File: src/design/ecso_pkg.sv
package ecso_pkg;

  localparam logic [1:0] CMD_CLEAR = 2'd0;
  localparam logic [1:0] CMD_ADD   = 2'd1;
  localparam logic [1:0] CMD_SOLVE = 2'd2;
  localparam logic [1:0] CMD_READ  = 2'd3;

  localparam logic [1:0] KIND_FOUND  = 2'd0;
  localparam logic [1:0] KIND_NOTRIP = 2'd1;
  localparam logic [1:0] KIND_STREET = 2'd2;
  localparam logic [1:0] KIND_NONE   = 2'd3;

  // datapath operation for the current cycle
  typedef enum logic [4:0] {
    OP_NONE,
    OP_WIPE,
    OP_ACCEPT,
    OP_ADD,
    OP_READ,
    OP_CHK,
    OP_INIT,
    OP_WGO,
    OP_SCAN,
    OP_TAKE,
    OP_POP,
    OP_POP2,
    OP_WCHK,
    OP_MX,
    OP_MLOOP,
    OP_MY,
    OP_MSCAN,
    OP_MNEXT,
    OP_EMIT
  } ecso_op_t;

  typedef struct packed {
    logic wipe_done;
    logic scan_end;
    logic walk_hit;
    logic map_hit;
    logic sel_v;
    logic sp_zero;
    logic pre_fail;
    logic walk_bad;
    logic m_more;
    logic out_busy;
  } ecso_stat_t;

endpackage

File: src/design/ecso_ctrl.sv
module ecso_ctrl (
  input  logic                  clk,
  input  logic                  rst_n,
  input  logic                  in_valid,
  input  logic [1:0]            in_command,
  input  ecso_pkg::ecso_stat_t  stat,
  output logic                  in_stall,
  output ecso_pkg::ecso_op_t    op
);

  typedef enum logic [4:0] {
    S_WIPE, S_IDLE, S_ADD, S_READ, S_CHK, S_INIT, S_WGO, S_SCAN, S_TAKE,
    S_POP, S_POP2, S_WCHK, S_MX, S_MLOOP, S_MY, S_MSCAN, S_MNEXT, S_EMIT
  } state_t;

  state_t state_r, state_nxt;

  assign in_stall = (state_r != S_IDLE);

  always_comb begin
    op = ecso_pkg::OP_NONE;
    case (state_r)
      S_WIPE:  op = stat.wipe_done ? ecso_pkg::OP_NONE : ecso_pkg::OP_WIPE;
      S_IDLE:  op = in_valid ? ecso_pkg::OP_ACCEPT : ecso_pkg::OP_NONE;
      S_ADD:   op = ecso_pkg::OP_ADD;
      S_READ:  op = ecso_pkg::OP_READ;
      S_CHK:   op = ecso_pkg::OP_CHK;
      S_INIT:  op = ecso_pkg::OP_INIT;
      S_WGO:   op = ecso_pkg::OP_WGO;
      S_SCAN:  op = ecso_pkg::OP_SCAN;
      S_TAKE:  op = ecso_pkg::OP_TAKE;
      S_POP:   op = ecso_pkg::OP_POP;
      S_POP2:  op = ecso_pkg::OP_POP2;
      S_WCHK:  op = ecso_pkg::OP_WCHK;
      S_MX:    op = ecso_pkg::OP_MX;
      S_MLOOP: op = ecso_pkg::OP_MLOOP;
      S_MY:    op = ecso_pkg::OP_MY;
      S_MSCAN: op = ecso_pkg::OP_MSCAN;
      S_MNEXT: op = ecso_pkg::OP_MNEXT;
      S_EMIT:  op = ecso_pkg::OP_EMIT;
      default: op = ecso_pkg::OP_NONE;
    endcase
  end

  always_comb begin
    state_nxt = state_r;
    case (state_r)
      S_WIPE: begin
        if (stat.wipe_done) state_nxt = S_IDLE;
      end
      S_IDLE: begin
        if (in_valid) begin
          case (in_command)
            ecso_pkg::CMD_CLEAR: state_nxt = S_WIPE;
            ecso_pkg::CMD_ADD:   state_nxt = S_ADD;
            ecso_pkg::CMD_SOLVE: state_nxt = S_CHK;
            ecso_pkg::CMD_READ:  state_nxt = S_READ;
            default:             state_nxt = S_IDLE;
          endcase
        end
      end
      S_ADD:  state_nxt = S_IDLE;
      S_READ: state_nxt = S_EMIT;
      S_CHK:  state_nxt = stat.pre_fail ? S_EMIT : S_INIT;
      S_INIT: begin
        if (stat.scan_end) state_nxt = S_WGO;
      end
      S_WGO:  state_nxt = stat.sp_zero ? S_WCHK : S_SCAN;
      S_SCAN: begin
        if (stat.walk_hit) state_nxt = S_TAKE;
        else if (stat.scan_end) state_nxt = stat.sel_v ? S_TAKE : S_POP;
      end
      S_TAKE:  state_nxt = S_WGO;
      S_POP:   state_nxt = S_POP2;
      S_POP2:  state_nxt = S_WGO;
      S_WCHK:  state_nxt = stat.walk_bad ? S_EMIT : S_MX;
      S_MX:    state_nxt = S_MLOOP;
      S_MLOOP: state_nxt = stat.m_more ? S_MY : S_EMIT;
      S_MY:    state_nxt = S_MSCAN;
      S_MSCAN: begin
        if (stat.map_hit || stat.scan_end) state_nxt = S_MNEXT;
      end
      S_MNEXT: state_nxt = S_MLOOP;
      S_EMIT: begin
        if (!stat.out_busy) state_nxt = S_IDLE;
      end
      default: state_nxt = S_IDLE;
    endcase
  end

  always_ff @(posedge clk) begin
    if (!rst_n) begin
      state_r <= S_WIPE;
    end else begin
      state_r <= state_nxt;
    end
  end

endmodule

File: config.mk
export PLATFORM = sky130hd
export DESIGN_NAME = ecso_ctrl
export DESIGN_NICKNAME = d
export VERILOG_FILES = /design/src/design/ecso_pkg.sv /design/src/design/ecso_ctrl.sv
export SDC_FILE = /design/constraint.sdc
export NUM_CORES = 1
export LEC_CHECK = 0
export BUFFER_PORTS_ARGS = -buffer_cell sky130_fd_sc_hd__buf_2
export CELL_PAD_IN_SITES_DETAIL_PLACEMENT = 1
export CELL_PAD_IN_SITES_GLOBAL_PLACEMENT = 2
export CORE_UTILIZATION = 25
export DETAILED_ROUTE_END_ITERATION = 7
export GPL_ROUTABILITY_DRIVEN = 0
export PLACE_DENSITY = 0.73
export SLEW_MARGIN = 20
export SYNTH_ARGS = -nofsm -noshare
export SYNTH_HDL_FRONTEND = slang
export SYNTH_SLANG_ARGS = --single-unit
File: constraint.sdc
create_clock -name clk -period 1.64 [get_ports clk]
set_input_delay 0.328 -clock clk [delete_from_list [all_inputs] [get_ports clk]]
set_output_delay 0.328 -clock clk [all_outputs]
set_load 0.005 [all_outputs]
======== Word level (Yosys, flattened, before mapping) ========
Index checks and enable logic that the tools add are counted.
word-level totals
  bits of input ports ..................... 15
  register bits ........................... 5
  output and inout port bits .............. 6
  logic and storage cells ................. 51
operators by class
  equal/unequal tests ..................... 27
  reduce and logical (&&, ||, !) cells .... 6
  muxes and demuxes ....................... 17
operators by type and width
  kind                                                   number
  one-hot mux 5 bit (18 select lines)                    1
  one-hot mux 5 bit (15 select lines)                    1
  2-to-1 mux 5 bit                                       10
  == test 5 x 4 -> 1 bit, second input constant          8
  == test 5 x 3 -> 1 bit, second input constant          4
  one-hot mux 5 bit (4 select lines)                     1
  == test 5 x 2 -> 1 bit, second input constant          2
  == test 5 bit, second input constant                   2
  inequality test 2 bit, second input constant           5
  AND reduction 6 bit                                    1
  == test 5 x 1 -> 1 bit, second input constant          1
  logical NOT 5 bit                                      1
  inequality test 5 x 1 -> 1 bit, second input constant  1
  == test 2 bit, second input constant                   2
  2-to-1 mux 4 bit                                       1
  OR reduction 2 bit                                     2
  inequality test 3 bit, second input constant           1
  == test 2 x 1 -> 1 bit, second input constant          1
  logical NOT 2 bit                                      1
  2-to-1 mux 1 bit                                       2
  2-to-1 mux 2 bit                                       1
  logical OR 1 bit                                       1

======== Depth between registers and ports, before layout ========
  depth in word-level cells ............... 4
  gate-level depth with buffers ........... 7
  mapped depth without buffers ............ 5

======== Worst setup path before layout ========
OpenSTA, ideal clock, no wires.
  path type ............................... reg2reg
  from .................................... reg state_r[1]
  to ...................................... reg state_r[4]
  clock period less this slack ............ 1.585 ns
  setup time .............................. 0.117 ns
  slack ................................... 0.055 ns
  path buffers ............................ 1
  required time ........................... 1.523 ns
  cell stages (with the launch flop) ...... 7
  arrival time ............................ 1.468 ns
  cell sequence ........................... dfxtp_1 buf_6 nor3b_1 and4_1 a2111oi_4 and2_1 a32o_1
between the ends
  word-level cells in the longest chain between the ends .. 3
  elaborated cells on any way between the ends .. 27
  classes of those cells .................. eq/ne (22); mux (1); reduce/logical (4)
ends and longest elaborated chain
  what                                                                               RTL line         RTL
  start, declared                                                                    ecso_ctrl.sv:16  state_t state_r, state_nxt;
  start signal, assigned                                                             ecso_ctrl.sv:95  state_r <= state_nxt;
  == test 5 bit (tied with other cells)                                              ecso_ctrl.sv:47  case (state_r)
  OR reduction 2 bit (no line) (tied with other cells)                               --
  one-hot mux 5 bit (15 select lines) / AND reduction 6 bit (equally long branches)  --
Parallel ways exist; a longest one is shown, timed or not.
A chain may end at the register's enable or synchronous reset.

======== Worst setup path after layout ========
  from .................................... reg state_r[3]
  to ...................................... out op[1]
between the ends
  word-level cells in the longest chain between the ends .. 2
  elaborated cells on any way between the ends .. 19
  classes of those cells .................. eq/ne (17); mux (1); reduce/logical (1)
ends and longest elaborated chain
  what                                     RTL line         RTL
  == test 5 bit (tied with other cells)    ecso_ctrl.sv:22  case (state_r)
  one-hot mux 5 bit (18 select lines) (*)  ecso_ctrl.sv:22
  end, declared                            ecso_ctrl.sv:8   output ecso_pkg::ecso_op_t op
Mark *: on every way between the ends. The rest lies on a longest branch, timed or not.

==> out/metrics.csv <==
metric,value,unit
pre-CTS setup slack,-143.6,ps
path category of the worst min-delay check,in2reg,
setup repair after global routing missed its margin,true,
I/O Pins,21,
"Clk Latency, worst-skew pair",240,ps
status,finished with violations,
endpoint arrival time on the critical path,1490,ps
power after layout,0.7105,mW
delay of the slowest cell on the worst path,510,ps
cell types with the largest area share after synthesis,"dfxtp_1, nor2_1, a21oi_1",
CTS Root Buffer Type,clkbuf_4,
initial cell density of the core,26.50,%
post-synthesis instance area,737.0,um2
Non-Filler Instances,182,
proportion of synthesized chip area in sequential cells,13.58,%
clock slew at the register clock pins of the worst setup and hold paths,50,ps
average vias per placed instance,5.429,
final setup violation count,8,
number of storage elements in the synthesis netlist,5,
"top cells by count, synth","nor2_1, a21oi_1",
via count of the first global-routing pass,1023,
cell with the most instances after synthesis,nor2_1,
crit-path max FO,4,
violated checks,negative setup slack,
relative slew slack,65.16,%
total grt overflow,0,
flip-flop count of the largest register after layout,5,
"Hold-fix buffers, CTS",0,
number of buffers on the longest clock path,2,
register name with the most flops,state_r,
final-report hold violation count,0,
met3 Usage GRT,2.304,%
antenna violations before repair,0,
Max H-tree Level,1,
top cell type by total area after synthesis,dfxtp_1,
Site Rows,19,
overall global routing resource usage,19.46,%
Detailed Route Iter0 Violations,16,
worst setup path category,reg2out,
clk_skew,0.5142,ps
share of flip-flops with an asynchronous set or reset,0,%
met2 Track Usage GR,36.56,%
"Slew Viols, Final",0,
number of nets in the synthesized netlist,114,
Antenna Diode Count,0,
count of flip-flops with a built-in enable after synthesis,0,
primary flip-flop cell chosen by synthesis mapping,dfxtp_1,
crit end category,output port,
Static Leak,0.5630,nW
cell count after placement,163,
Detailed Place HPWL,2151,um
ratio of total power to cell area,549.7,nW/um2
actual transition at the worst max-transition pin,521.0,ps
wire length of the first global-routing pass,4754,um
synthesized instance count,99,
total DRC errors in the routed layout,0,
clock period minus final worst setup slack,1816,ps
number of distinct standard cells referenced by the synthesized netlist,44,
router iterations before antenna repair,4,
maximum number of pins on one net before global-route repair,13,
number of sinks on the clock net,5,
proportion of layout cells with a drive suffix above 1,60.26,%
total die area,3169,um2
number of warning messages in the yosys log,0,
total routed wirelength,3204,um
Regs by FF count,state_r x5,
category of the worst setup path launch point,flip-flop,
area growth from synthesis to layout,75.38,%
worst-case vdd ir drop,0.0003527,V
portion of synthesized cell area occupied by the leading cell type,13.58,%
# port buffers,20,
core region area,2781,um2
die outline height,56.30,um
grt peak-use layer,met2,
register-to-register setup slack,-170,ps
detailed-route wire length per cell,17.60,um
highest attainable clock frequency,550.6,MHz
CTS tree,done,
critical path data required time,1310,ps
met1 Usage GRT,22.10,%
Worst path slowest cell,or4_1,
total number of vias,988,
Final Net Count,167,
Post-Synthesis Mean Instance Area,7.444,um2
ratio of final minimum period to clock period,110.7,%
"Critical Path, Cell by Cell","buf_6, or4_1, nand2_1, o22ai_1, buf_2",
CTS buffer count,3,
antenna-violating nets left,0,
count of max-cap constraint violations,0,
smallest setup slack after layout,-176.1,ps
Die X-Extent,56.30,um
## power by group
part | total (mW) | internal, mW | switching (mW) | leakage, nW
clock network | 0.146 | 0.0922 | 0.0540 | 0.0150
logic | 0.422 | 0.224 | 0.199 | 0.504
registers | 0.142 | 0.129 | 0.0123 | 0.0444
## layer usage
layer | part of all wire [%] | wire length (um)
met5 | 0 | 0
met4 | 2.1 | 67
met3 | 2.6 | 83
met2 | 51 | 1650
met1 | 44 | 1402
## critical path: cells and delay by family (launching register included)
family	cells	cell delay [ps]
buffers and inverters	2	250
and+or+nand+nor	2	580
DFF	1	350
AOI/OAI and AO/OA	1	70
## worst paths after layout
kind | start | endpoint | cells after the start
worst max register to register | state_r[3]$_SDFFE_PN0P_ | state_r[4]$_SDFFE_PN0P_ | 7
worst min-delay path | rst_n | state_r[4]$_SDFFE_PN0P_ | 2
worst max-delay path | state_r[3]$_SDFFE_PN0P_ | op[1] | 5
worst min register to register | state_r[1]$_SDFFE_PN0P_ | state_r[1]$_SDFFE_PN0P_ | 3
## cell families (layout without fill, tap and decap cells)
kind of cell	Yosys count	after routing	share of synthesized area [%]
compound gates	33	33	36.00
xor+xnor	2	2	2.377
buf+inv	14	66	9.846
flops	5	5	13.58
simple gates	45	45	38.20
## cell usage in the layout (no fill, tap or decap), types with 2 or more instances in the layout
cell,synthesis,routed
nand2_2,2,3
o21ai_0,5,5
or3_1,3,2
a211oi_2,0,3
nor4_4,1,2
clkbuf_4,0,3
nand2_1,5,4
a21oi_1,8,8
nand2b_1,3,2
xnor2_1,2,2
inv_1,4,4
nor3_1,3,3
nor2_1,11,10
buf_2,4,21
dfxtp_4,0,5
buf_6,2,7
a211oi_1,5,2
buf_4,0,28
## timing repair
item	CTS	global route
gates cloned	0	0
setup buffers	10	5
setup endpoints to repair	10	11
resized for setup	28	12
pin swaps	7	5
## area by class of cell
class / instances / area, um2
Clock buffer: 4 / 26.28
Fill cell: 341 / 1489
Inverter: 5 / 18.77
Multi-Input combinational cell: 80 / 680.7
Sequential cell: 5 / 118.9
Tap cell: 31 / 38.79
Timing Repair Buffer: 57 / 409.1
## through the flow
step	setup TNS [ps]	hold slack, ps	utilization [%]	instance area [um2]
2_1_floorplan	0	453.8	-	737.0
3_3_place_gp	-296.8	557.1	35.49	987.2
3_5_place_dp	-472.2	563.0	35.49	987.2
4_1_cts	-623.0	318.0	42.92	1194
5_1_grt	-1543	341.0	46.47	1292
6_report	-1054	327.8	46.47	1292
No activity file was read; power rests on OpenSTA's default activity.
